$ cat src/tbq_pkg.sv
// ----------------------------------------------------------------------------
// tbq_pkg: shared definitions for the three-band biquad equalizer
// Sizes, coefficient codes, sequencer states and interface structs.
// ----------------------------------------------------------------------------
package tbq_pkg;

  localparam int NUM_SECTIONS  = 3;
  localparam int SAMPLE_WIDTH  = 16;
  localparam int COEF_WIDTH    = 24;
  localparam int FRAC_BITS     = COEF_WIDTH - 4;
  localparam int COEFS_PER_SEC = 5;
  localparam int NUM_COEFS     = COEFS_PER_SEC * NUM_SECTIONS;
  localparam int CIDX_W        = $clog2(NUM_COEFS);
  localparam int SEC_W         = (NUM_SECTIONS > 1) ? $clog2(NUM_SECTIONS) : 1;
  localparam int PROD_W        = COEF_WIDTH + SAMPLE_WIDTH;
  localparam int ACC_W         = PROD_W + 3;

  localparam logic [2:0] K_B0 = 3'd0;
  localparam logic [2:0] K_B1 = 3'd1;
  localparam logic [2:0] K_B2 = 3'd2;
  localparam logic [2:0] K_A1 = 3'd3;
  localparam logic [2:0] K_A2 = 3'd4;

  localparam logic signed [COEF_WIDTH-1:0] COEF_ONE = COEF_WIDTH'(1) << FRAC_BITS;

  typedef enum logic [2:0] {
    ST_IDLE,
    ST_ISSUE,
    ST_DRAIN,
    ST_FINISH,
    ST_OUT
  } state_t;

  typedef struct packed {
    logic signed [SAMPLE_WIDTH-1:0] x1;
    logic signed [SAMPLE_WIDTH-1:0] x2;
    logic signed [SAMPLE_WIDTH-1:0] y1;
    logic signed [SAMPLE_WIDTH-1:0] y2;
  } hist_t;

  typedef struct packed {
    logic vld;
    logic sub;
    logic clr;
  } mac_ctl_t;

  function automatic logic signed [COEF_WIDTH-1:0] coef_reset_value(
    input logic [CIDX_W-1:0] idx
  );
    logic signed [COEF_WIDTH-1:0] v;
    v = '0;
    for (int s = 0; s < NUM_SECTIONS; s++) begin
      if (idx == CIDX_W'(s * COEFS_PER_SEC)) begin
        v = COEF_ONE;
      end
    end
    return v;
  endfunction

endpackage

$ cat src/three_band_biquad_equalizer.sv
// ----------------------------------------------------------------------------
// three_band_biquad_equalizer: three-section direct form I biquad cascade
// Sequences one shared multiply-accumulate unit over the coefficient and
// history stores, one coefficient per cycle.
//
//   channel  direction  handshake         payload
//   in       input      in_valid/in_stall req_type, coef_index, coef_value,
//                                         sample_in
//   out      output     out_valid/out_stall sample_out, clipped
//
// A coefficient write returns no result.
// An audio sample passes through each section in turn (5 reads, MAC drain,
// round/write-back) and then to the output register; no new item transfers
// before that. The single multiplier and the coefficient read port set this.
// Reset gives pass-through coefficients and zero history immediately.
// A stalled result holds in the output register while new items transfer.
// ----------------------------------------------------------------------------
module three_band_biquad_equalizer (
  input  logic                                    clk,
  input  logic                                    rst_n,
  input  logic                                    in_valid,
  output logic                                    in_stall,
  input  logic                                    in_req_type,
  input  logic [tbq_pkg::CIDX_W-1:0]              in_coef_index,
  input  logic signed [tbq_pkg::COEF_WIDTH-1:0]   in_coef_value,
  input  logic signed [tbq_pkg::SAMPLE_WIDTH-1:0] in_sample_in,
  output logic                                    out_valid,
  input  logic                                    out_stall,
  output logic signed [tbq_pkg::SAMPLE_WIDTH-1:0] out_sample_out,
  output logic                                    out_clipped
);
  import tbq_pkg::*;

  state_t                         state_r, state_nxt;
  logic [2:0]                     k_r, k_nxt;
  logic [SEC_W-1:0]               s_r, s_nxt;
  logic [CIDX_W-1:0]              cbase_r, cbase_nxt;
  logic                           drain_r, drain_nxt;
  logic signed [SAMPLE_WIDTH-1:0] x_r, x_nxt;
  logic                           clip_r, clip_nxt;
  logic                           rd_vld_r, rd_vld_nxt;
  logic [2:0]                     rd_k_r, rd_k_nxt;
  logic                           out_valid_r, out_valid_nxt;
  logic signed [SAMPLE_WIDTH-1:0] out_sample_r, out_sample_nxt;
  logic                           out_clipped_r, out_clipped_nxt;

  logic                           accept;
  logic                           coef_we;
  logic                           coef_re;
  logic [CIDX_W-1:0]              coef_raddr;
  logic signed [COEF_WIDTH-1:0]   coef_rdata;
  logic                           hist_re;
  logic                           hist_we;
  hist_t                          hist_rd;
  hist_t                          hist_wd;
  mac_ctl_t                       mac_ctl;
  logic signed [SAMPLE_WIDTH-1:0] op_data;
  logic signed [SAMPLE_WIDTH-1:0] mac_y;
  logic                           mac_clip;

  tbq_coef_mem u_coef (
    .clk   (clk),
    .rst_n (rst_n),
    .we    (coef_we),
    .waddr (in_coef_index),
    .wdata (in_coef_value),
    .re    (coef_re),
    .raddr (coef_raddr),
    .rdata (coef_rdata)
  );

  tbq_hist_mem u_hist (
    .clk   (clk),
    .rst_n (rst_n),
    .we    (hist_we),
    .waddr (s_r),
    .wdata (hist_wd),
    .re    (hist_re),
    .raddr (s_r),
    .rdata (hist_rd)
  );

  tbq_mac u_mac (
    .clk     (clk),
    .rst_n   (rst_n),
    .ctl     (mac_ctl),
    .op_coef (coef_rdata),
    .op_data (op_data),
    .y       (mac_y),
    .clip    (mac_clip)
  );

  always_comb begin
    case (rd_k_r)
      K_B0:    op_data = x_r;
      K_B1:    op_data = hist_rd.x1;
      K_B2:    op_data = hist_rd.x2;
      K_A1:    op_data = hist_rd.y1;
      K_A2:    op_data = hist_rd.y2;
      default: op_data = '0;
    endcase
  end

  assign mac_ctl.vld = rd_vld_r;
  assign mac_ctl.sub = (rd_k_r == K_A1) || (rd_k_r == K_A2);
  assign mac_ctl.clr = (state_r == ST_FINISH);

  assign hist_wd.x1 = x_r;
  assign hist_wd.x2 = hist_rd.x1;
  assign hist_wd.y1 = mac_y;
  assign hist_wd.y2 = hist_rd.y1;

  assign in_stall   = (state_r != ST_IDLE);
  assign accept     = in_valid && (state_r == ST_IDLE);
  assign coef_we    = accept && in_req_type &&
                      ({1'b0, in_coef_index} < (CIDX_W + 1)'(NUM_COEFS));
  assign coef_raddr = cbase_r + CIDX_W'(k_r);

  always_comb begin
    state_nxt       = state_r;
    k_nxt           = k_r;
    s_nxt           = s_r;
    cbase_nxt       = cbase_r;
    drain_nxt       = drain_r;
    x_nxt           = x_r;
    clip_nxt        = clip_r;
    rd_vld_nxt      = 1'b0;
    rd_k_nxt        = rd_k_r;
    out_valid_nxt   = out_valid_r;
    out_sample_nxt  = out_sample_r;
    out_clipped_nxt = out_clipped_r;
    coef_re         = 1'b0;
    hist_re         = 1'b0;
    hist_we         = 1'b0;

    if (out_valid_r && !out_stall) begin
      out_valid_nxt = 1'b0;
    end

    case (state_r)
      ST_IDLE: begin
        if (accept && !in_req_type) begin
          x_nxt     = in_sample_in;
          clip_nxt  = 1'b0;
          s_nxt     = '0;
          cbase_nxt = '0;
          k_nxt     = K_B0;
          state_nxt = ST_ISSUE;
        end
      end
      ST_ISSUE: begin
        coef_re    = 1'b1;
        hist_re    = (k_r == K_B0);
        rd_vld_nxt = 1'b1;
        rd_k_nxt   = k_r;
        if (k_r == K_A2) begin
          drain_nxt = 1'b0;
          state_nxt = ST_DRAIN;
        end else begin
          k_nxt = k_r + 3'd1;
        end
      end
      ST_DRAIN: begin
        if (drain_r) begin
          state_nxt = ST_FINISH;
        end else begin
          drain_nxt = 1'b1;
        end
      end
      ST_FINISH: begin
        hist_we  = 1'b1;
        x_nxt    = mac_y;
        clip_nxt = clip_r | mac_clip;
        if (s_r == SEC_W'(NUM_SECTIONS - 1)) begin
          state_nxt = ST_OUT;
        end else begin
          s_nxt     = s_r + SEC_W'(1);
          cbase_nxt = cbase_r + CIDX_W'(COEFS_PER_SEC);
          k_nxt     = K_B0;
          state_nxt = ST_ISSUE;
        end
      end
      ST_OUT: begin
        if (!out_valid_r || !out_stall) begin
          out_valid_nxt   = 1'b1;
          out_sample_nxt  = x_r;
          out_clipped_nxt = clip_r;
          state_nxt       = ST_IDLE;
        end
      end
      default: begin
        state_nxt = ST_IDLE;
      end
    endcase
  end

  always_ff @(posedge clk) begin
    if (!rst_n) begin
      state_r     <= ST_IDLE;
      k_r         <= K_B0;
      s_r         <= '0;
      cbase_r     <= '0;
      drain_r     <= 1'b0;
      clip_r      <= 1'b0;
      rd_vld_r    <= 1'b0;
      rd_k_r      <= K_B0;
      out_valid_r <= 1'b0;
    end else begin
      state_r     <= state_nxt;
      k_r         <= k_nxt;
      s_r         <= s_nxt;
      cbase_r     <= cbase_nxt;
      drain_r     <= drain_nxt;
      clip_r      <= clip_nxt;
      rd_vld_r    <= rd_vld_nxt;
      rd_k_r      <= rd_k_nxt;
      out_valid_r <= out_valid_nxt;
    end
  end

  always_ff @(posedge clk) begin
    x_r           <= x_nxt;
    out_sample_r  <= out_sample_nxt;
    out_clipped_r <= out_clipped_nxt;
  end

  assign out_valid      = out_valid_r;
  assign out_sample_out = out_sample_r;
  assign out_clipped    = out_clipped_r;

endmodule

$ cat src/tbq_coef_mem.sv
// ----------------------------------------------------------------------------
// tbq_coef_mem: coefficient store
// One write port, one registered read port; unwritten entries read as the
// pass-through default.
// ----------------------------------------------------------------------------
module tbq_coef_mem (
  input  logic                                   clk,
  input  logic                                   rst_n,
  input  logic                                   we,
  input  logic [tbq_pkg::CIDX_W-1:0]             waddr,
  input  logic signed [tbq_pkg::COEF_WIDTH-1:0]  wdata,
  input  logic                                   re,
  input  logic [tbq_pkg::CIDX_W-1:0]             raddr,
  output logic signed [tbq_pkg::COEF_WIDTH-1:0]  rdata
);
  import tbq_pkg::*;

  logic signed [COEF_WIDTH-1:0] mem [NUM_COEFS];
  logic [NUM_COEFS-1:0]         vld_r;
  logic signed [COEF_WIDTH-1:0] rdata_r;
  logic signed [COEF_WIDTH-1:0] dflt_r;
  logic                         hit_r;

  always_ff @(posedge clk) begin
    if (we) begin
      mem[waddr] <= wdata;
    end
    if (re) begin
      rdata_r <= mem[raddr];
      dflt_r  <= coef_reset_value(raddr);
    end
  end

  always_ff @(posedge clk) begin
    if (!rst_n) begin
      vld_r <= '0;
      hit_r <= 1'b0;
    end else begin
      if (we) begin
        vld_r[waddr] <= 1'b1;
      end
      if (re) begin
        hit_r <= vld_r[raddr];
      end
    end
  end

  assign rdata = hit_r ? rdata_r : dflt_r;

endmodule

$ cat src/tbq_hist_mem.sv
// ----------------------------------------------------------------------------
// tbq_hist_mem: per-section delay-line store
// One entry per section holding x1, x2, y1, y2; unwritten entries read zero.
// ----------------------------------------------------------------------------
module tbq_hist_mem (
  input  logic                        clk,
  input  logic                        rst_n,
  input  logic                        we,
  input  logic [tbq_pkg::SEC_W-1:0]   waddr,
  input  tbq_pkg::hist_t              wdata,
  input  logic                        re,
  input  logic [tbq_pkg::SEC_W-1:0]   raddr,
  output tbq_pkg::hist_t              rdata
);
  import tbq_pkg::*;

  hist_t                  mem [NUM_SECTIONS];
  logic [NUM_SECTIONS-1:0] vld_r;
  hist_t                  rdata_r;
  logic                   hit_r;

  always_ff @(posedge clk) begin
    if (we) begin
      mem[waddr] <= wdata;
    end
    if (re) begin
      rdata_r <= mem[raddr];
    end
  end

  always_ff @(posedge clk) begin
    if (!rst_n) begin
      vld_r <= '0;
      hit_r <= 1'b0;
    end else begin
      if (we) begin
        vld_r[waddr] <= 1'b1;
      end
      if (re) begin
        hit_r <= vld_r[raddr];
      end
    end
  end

  assign rdata = hit_r ? rdata_r : '0;

endmodule

$ cat src/tbq_mac.sv
// ----------------------------------------------------------------------------
// tbq_mac: shared multiply-accumulate unit
// Registered product, signed accumulator, round-to-nearest and saturation.
// ----------------------------------------------------------------------------
module tbq_mac (
  input  logic                                     clk,
  input  logic                                     rst_n,
  input  tbq_pkg::mac_ctl_t                        ctl,
  input  logic signed [tbq_pkg::COEF_WIDTH-1:0]    op_coef,
  input  logic signed [tbq_pkg::SAMPLE_WIDTH-1:0]  op_data,
  output logic signed [tbq_pkg::SAMPLE_WIDTH-1:0]  y,
  output logic                                     clip
);
  import tbq_pkg::*;

  localparam int RND_W = ACC_W + 1;
  localparam logic signed [RND_W-1:0] RND_HALF = RND_W'(1) << (FRAC_BITS - 1);
  localparam logic signed [RND_W-1:0] SMAX_R   = RND_W'((2 ** (SAMPLE_WIDTH - 1)) - 1);
  localparam logic signed [RND_W-1:0] SMIN_R   = RND_W'(-(2 ** (SAMPLE_WIDTH - 1)));

  logic signed [PROD_W-1:0] prod_r;
  logic                     pvld_r;
  logic                     psub_r;
  logic signed [ACC_W-1:0]  acc_r;
  logic signed [RND_W-1:0]  rnd;
  logic signed [RND_W-1:0]  yq;

  always_ff @(posedge clk) begin
    if (ctl.vld) begin
      prod_r <= op_coef * op_data;
      psub_r <= ctl.sub;
    end
  end

  always_ff @(posedge clk) begin
    if (!rst_n) begin
      pvld_r <= 1'b0;
      acc_r  <= '0;
    end else begin
      pvld_r <= ctl.vld;
      if (ctl.clr) begin
        acc_r <= '0;
      end else if (pvld_r) begin
        if (psub_r) begin
          acc_r <= acc_r - ACC_W'(prod_r);
        end else begin
          acc_r <= acc_r + ACC_W'(prod_r);
        end
      end
    end
  end

  always_comb begin
    rnd  = RND_W'(acc_r) + RND_HALF;
    yq   = rnd >>> FRAC_BITS;
    clip = 1'b0;
    y    = yq[SAMPLE_WIDTH-1:0];
    if (yq > SMAX_R) begin
      y    = SMAX_R[SAMPLE_WIDTH-1:0];
      clip = 1'b1;
    end else if (yq < SMIN_R) begin
      y    = SMIN_R[SAMPLE_WIDTH-1:0];
      clip = 1'b1;
    end
  end

endmodule

$ cat config.mk
export PLATFORM = sky130hd
export DESIGN_NAME = three_band_biquad_equalizer
export DESIGN_NICKNAME = d
export VERILOG_FILES = /design/src/tbq_pkg.sv /design/src/three_band_biquad_equalizer.sv /design/src/tbq_coef_mem.sv /design/src/tbq_hist_mem.sv /design/src/tbq_mac.sv
export SDC_FILE = /design/constraint.sdc
export NUM_CORES = 2
export LEC_CHECK = 0
export BUFFER_PORTS_ARGS = -buffer_cell sky130_fd_sc_hd__buf_2
export CAP_MARGIN = 20
export CORE_MARGIN = 2
export CORE_UTILIZATION = 64
export DETAILED_ROUTE_END_ITERATION = 12
export GPL_TIMING_DRIVEN = 0
export HOLD_SLACK_MARGIN = 0.15
export PLACE_DENSITY_LB_ADDON = 0.25
export SLEW_MARGIN = 10
export SYNTH_ARGS = -nofsm -noshare
export SYNTH_HDL_FRONTEND = slang
export SYNTH_SLANG_ARGS = --single-unit
$ cat constraint.sdc
create_clock -name clk -period 9.26 [get_ports clk]
set_input_delay 1.389 -clock clk [delete_from_list [all_inputs] [get_ports clk]]
set_output_delay 1.389 -clock clk [all_outputs]
set_load 0.005 [all_outputs]
# Yosys cells after proc, flatten, opt, wreduce, memory -nomap -nowiden
# Memories as Yosys holds them, arrays and structs flattened. A register that Yosys moved wholly into a read port is not among the register bits.
# Cells that the tools add are included.
[totals] inputBits=49 mem_bits_rw=552 out_inout_bits=19 memories=2 register_bits=181 elab_cells=138
[op_classes] n_lt_le_gt_ge=8 n_mux=49 eq_ne=18 n_reduce_logical=28 n_mul=1 bitwise=4 add_sub_neg=7
[memory_table] name="u_coef.mem" depth=15 width=24 rd=1 rd_ports_with_merged_regs=1 wr=1 line_no="tbq_coef_mem.sv:18" source="logic signed [COEF_WIDTH-1:0] mem [NUM_COEFS];"
[memory_table] name="u_hist.mem" depth=3 width=64 rd=1 rd_ports_with_merged_regs=1 wr=1 line_no="tbq_hist_mem.sv:17" source="hist_t mem [NUM_SECTIONS];"
[op_table] operator="$pmux 16 s5" count=1
[op_table] operator="$mux 64" count=1
[op_table] operator="$mux 16" count=3
[op_table] operator="$add 43x21->44 const B" count=1
[op_table] operator="$add 43x40->43" count=1
[op_table] operator="$mux 43" count=1
[op_table] operator="$sub 43x40->43" count=1
[op_table] operator="$mul 24x16->40" count=1
[op_table] operator="$pmux 16 s2" count=1
[op_table] operator="$gt 24x16->1 const B" count=1
[op_table] operator="$lt 24x16->1 const B" count=1
[op_table] operator="$mux 24" count=1
[op_table] operator="$mux 3" count=8
[op_table] operator="$mux 21" count=1
[op_table] operator="$mux 1" count=18
[op_table] operator="$or 15x15->15" count=1
[op_table] operator="$pmux 3 s5" count=1
[op_table] operator="$eq 3x2->1 const B" count=4
[op_table] operator="$lt 4x5->1 const B" count=2
[op_table] operator="$ne 2x2->1 const B" count=5
[op_table] operator="$eq 3x3->1 const B" count=3
[op_table] operator="$logic_not 3->1" count=3
[op_table] operator="$pmux 3 s3" count=1
[op_table] operator="$mux 4" count=2
[op_table] operator="other kinds (34)" count=52

# Longest topological paths before layout
[depth] word_depth=6 mapped_depth=32

# Cells and area by module
# A second synthesis with hierarchy kept.
[hier_totals] cells_unflattened=3879 area_unflattened_um2=48208.7
[by_module_without_submodules] mod="tbq_mac" cells_each=2329 area_per_inst_um2=20253.2 instances=1
[by_module_without_submodules] mod="tbq_coef_mem" cells_each=682 area_per_inst_um2=15342.2 instances=1
[by_module_without_submodules] mod="tbq_hist_mem" cells_each=557 area_per_inst_um2=9684.3 instances=1
[by_module_without_submodules] mod="three_band_biquad_equalizer" cells_each=311 area_per_inst_um2=2929.1 instances=1

# Least setup slack after synthesis
# No wires, ideal clock.
[synth_timing] kind="register -> register" start="register rd_k_r[1]" end="register u_mac.prod_r[39] (data pin)" t_arrival_ps=7468 setup_time_ps=260 required_time_ps=9000 path_buffers=3 stages_incl_launch_ff=31 setup_slack_ps=1532 cell_sequence="dfxtp_1 > clkbuf_1 > nor3b_1 > clkbuf_1 > nand2_1 > o21ai_0 > a22o_1 > clkbuf_1 > nand2_1 > fa_1 > inv_1 > fa_1 > inv_1 > fa_1 > inv_1 > fa_1 > fa_1 > inv_1 > fa_1 > inv_1 > ha_1 > a21o_1 > a211o_1 > a211oi_1 > and3_1 > o21ai_1 > o31a_1 > a2111oi_0 > o21bai_1 > a21oi_1 > xnor2_1"
[synth_between] elab_chain_cells=3 word_cells_on_any_way=7 classes_between="1 x mul; 4 x eq/ne; 1 x mux; 1 x reduce/logical"
[synth_rtl] element="start: declaration" line_no="three_band_biquad_equalizer.sv:42" source="logic [2:0] rd_k_r, rd_k_nxt;"
[synth_rtl] element="start signal: assignment" line_no="three_band_biquad_equalizer.sv:216" source="rd_k_r <= rd_k_nxt;"
[synth_rtl] element="$eq 3x3->1 (tied with other cells)" line_no="three_band_biquad_equalizer.sv:94" source="case (rd_k_r)"
[synth_rtl] element="$pmux 16 s5 (*)" line_no="three_band_biquad_equalizer.sv:94"
[synth_rtl] element="$mul 24x16->40 (*)" line_no="tbq_mac.sv:30" source="prod_r <= op_coef * op_data;"
[synth_rtl] element="end signal: assignment" line_no="tbq_mac.sv:30"
[synth_rtl] element="end: declaration" line_no="tbq_mac.sv:21" source="logic signed [PROD_W-1:0] prod_r;"
# Every way passes the cells marked *; elsewhere a longest branch is shown, timed or not.
# A chain may end at the register's enable or synchronous reset.

# Final worst setup path
# Same ends and word-level chain as after synthesis.

==> run metrics <==
crit start category=flip-flop; vias in the first global route=31870; most frequent cells in the layout=715 x edfxtp_1, 472 x inv_1, 376 x fa_1; latest clock arrival within the worst-skew pair=0.66 ns; largest net degree at the start of global routing=53; number of CTS-inserted buffers=80; via count=30650; CP max stage delay=0.61 ns; placer congestion estimate=0.9764; Mapped Cells=3811; DRT Wirelength=121300 um; leakage power=20.16 nW; max layer used=met4; post-route ant nets=0; Data arrival, critical path=9.24 ns; Yosys cell types=80; r2r startpoint=rd_k_r[1]$_SDFFE_PN0P_; Seq cells post-synth=798; hold buffers post-CTS=0; final core occ=71.94%; # clock sinks=798; Initial Util=64.86%; dpl hpwl=86860 um; CP dominant cell by count=fa_1; sequential cell fraction of total power=49.6%; Rel. slew slack=15.08%; crit-path max FO=10; f_max=112.2 MHz; net total in the final layout=4579; clock root buffer=clkbuf_16; worst slew pin tran=1.274 ns; Syn. warnings=0; multiplexer area fraction after synthesis=8.159%; crit path from=rd_k_r[1]$_SDFFE_PN0P_; EDFF count, synth=715; min Tclk post-route=8.916 ns; Compound-Gate Fraction of Synth Area=6.641%; DRC=0; max capacitance violation total=0; most common cell after layout, fill and taps aside=edfxtp_1; initial DRC count=3105; end of the critical path=u_mac.prod_r[39]$_DFFE_PP_; met3 routed WL=12130 um; post-route insts no fill=5031; Clock Skews=0.07073 ns; Comb pwr share=8.7%; fin area=52670 um^2; Adder-Cell Fraction of Synth Area=19.83%; Reg2Reg Depth=28; GRT Total Usage=32.24%; buffer levels on the longest clock path=3; CTS tree=built; status=finished clean; Post-Synth XOR/XNOR Area=2.453%; ys async rst share=0%; Final Setup Violations=0; layout cell share with drive strength beyond 1=10.83%; Placed Cells=4870; largest family of logic cells by synthesized area=adder cells; sequential share of the synthesized area=48.72%; Netlist Area Pre-Place=47480 um^2; CP Capture Type=flip-flop; worst reg-to-reg setup slack=0.34 ns; PD cells=154.1 nW/um^2; Avg Inst Size Synth=12.46 um^2; r2r endpoint=u_mac.prod_r[39]$_DFFE_PP_; Layout area overhead=10.93%; sw frac=23.43%; port buffer count=67; Final Hold Viols=0; gr ovfl total=0; Die Ht=276.4 um; core area=73210 um^2; Post-Synth Simple-Gate Area=9.076%; Worst Hold Class=flip-flop to flip-flop; met2 WL=58170 um; final period utilization=96.29%; Crit path required time=9.58 ns; global-route wire length before repair=185100 um; Pre-antenna DRT Iters=6; clock share of power=41.7%; Worst-path clk slew=0.06 ns; Mapped Nets=4387; Switching Power=1.902 mW; VDD IR max=207.8 uV; placement-stage cell area=49700 um^2; final worst slack=0.3436 ns; Rows=99; initial antenna violation count=0; routed len/inst=24.10 um; Die Wd=276.4 um; Place WS=-0.5530 ns; htree depth=3; main flop type after synthesis=edfxtp_1; CP max-delay cell=fa_1; post-layout total power=8.115 mW; die area=76380 um^2; P_int=6.214 mW; CP Class=flip-flop to flip-flop; Metal-1 WL=44550 um; Via density=6.091; pins over their slew limit=0; io pins=68
layer usage:
| metal | track usage (%) | vias to the layer above |
|---|---|---|
| li1 | - | 13490 |
| met3 | 7.293 | 336 |
| met1 | 40.81 | 15230 |
| met4 | 16.09 | 0 |
| met5 | 0 | - |
| met2 | 52.81 | 1584 |
logic make-up after synthesis:
logic type,count (synthesis)
AOI/OAI and AO/OA,501
xor gates and xnor gates,133
buffers and inverters,645
adders and majority gates,527
and+or+nand+nor,949
DFF,798
muxes,258
state kept, by name, indices dropped and copies added (netlist names), 2 cells and up:
signal and flops:
u_coef.mem 360, cbase_r 4, u_hist.vld_r 3, u_mac.acc_r 43, k_r 3, s_r 2, x_r 16, state_r 3
u_hist.rdata_r 64, u_coef.vld_r 15, u_hist.mem 192, u_coef.rdata_r 24, u_mac.prod_r 40, rd_k_r 3, out_sample_out 16
repair_timing:
item,in CTS,in global routing
setup endpoints to repair,8,10
buffers inserted,0,7
resized for setup,16,37
pin swaps,0,3
area by class of cell:
type | count | area [um^2]
buffer | 171 | 683.2
clock buffer | 98 | 2091
inverter | 473 | 1778
multi-input combinational | 2368 | 22110
clock inverter | 52 | 675.6
timing repair buffer | 111 | 994.7
antenna | 1 | 2.502
fill | 4777 | 20540
sequential | 798 | 23130
tap | 959 | 1200
power groups by stage:
stage	clock [mW]	sequential (mW)	combinational [mW]
global route	3.53	4.03	0.765
finish	3.38	4.03	0.702
CTS	3.40	4.03	0.688
floorplan	0	4.08	0.452
detailed placement	0	4.10	0.677
global placement	0	4.11	0.646
stage by stage:
step                      hold WS [ns]  setup TNS [ns]
final                           0.4665               0
after global routing            0.4904        -0.01675
after floorplan                 0.4082               0
after detailed placement        0.4535          -1.598
after CTS                       0.4678               0
after global placement          0.4413         -0.7746
critical path, delay by kind of cell, from the launching register on:
kind	cells	cell delay, ns
compound gates	11	2.82
flops	1	0.35
simple gates	3	0.53
xor+xnor	1	0.10
buf+inv	6	1.29
fa+ha+maj	7	3.51
synth_stat cells, drive strengths merged (12+ instances only):
cell,instances,area [um^2]
a211oi,16,130.1
a21o,43,322.8
a21oi,117,604.3
a22oi,28,210.2
and2,80,500.5
buf,30,121.4
clkbuf,142,533.0
dfxtp,83,1662
edfxtp,715,21470
fa,376,7527
ha,151,1889
inv,473,1775
mux2,32,360.3
mux2i,126,1261
mux4,100,2252
nand2,355,1333
nand2b,32,200.2
nand3,41,210.2
nand3b,13,97.59
nand4,14,87.58
nor2,304,1141
nor2b,25,156.4
nor3,34,185.2
o21a,33,247.7
o21ai,172,860.8
o21bai,12,90.09
o31ai,14,123.9
xnor2,100,875.8
xor2,33,289.0
worst min-delay path by stage:
| stage | startpoint | to | slack, ns | cells after the start |
|---|---|---|---|---|
| 3_5_place_dp | u_hist.vld_r[1]$_SDFFE_PN0P_ | u_hist.vld_r[1]$_SDFFE_PN0P_ | 0.45 | 1 |
| 6_report | u_hist.vld_r[0]$_SDFFE_PN0P_ | u_hist.vld_r[0]$_SDFFE_PN0P_ | 0.47 | 1 |
| 3_3_place_gp | u_coef.vld_r[11]$_SDFFE_PN0P_ | u_coef.vld_r[11]$_SDFFE_PN0P_ | 0.44 | 1 |
| 5_1_grt | u_coef.vld_r[12]$_SDFFE_PN0P_ | u_coef.vld_r[12]$_SDFFE_PN0P_ | 0.49 | 1 |
| 2_1_floorplan | clip_r$_SDFFE_PN0P_ | out_clipped$_DFFE_PP_ | 0.41 | 0 |
| 4_1_cts | u_hist.vld_r[1]$_SDFFE_PN0P_ | u_hist.vld_r[1]$_SDFFE_PN0P_ | 0.47 | 1 |
(Power assumes the default switching activity.)
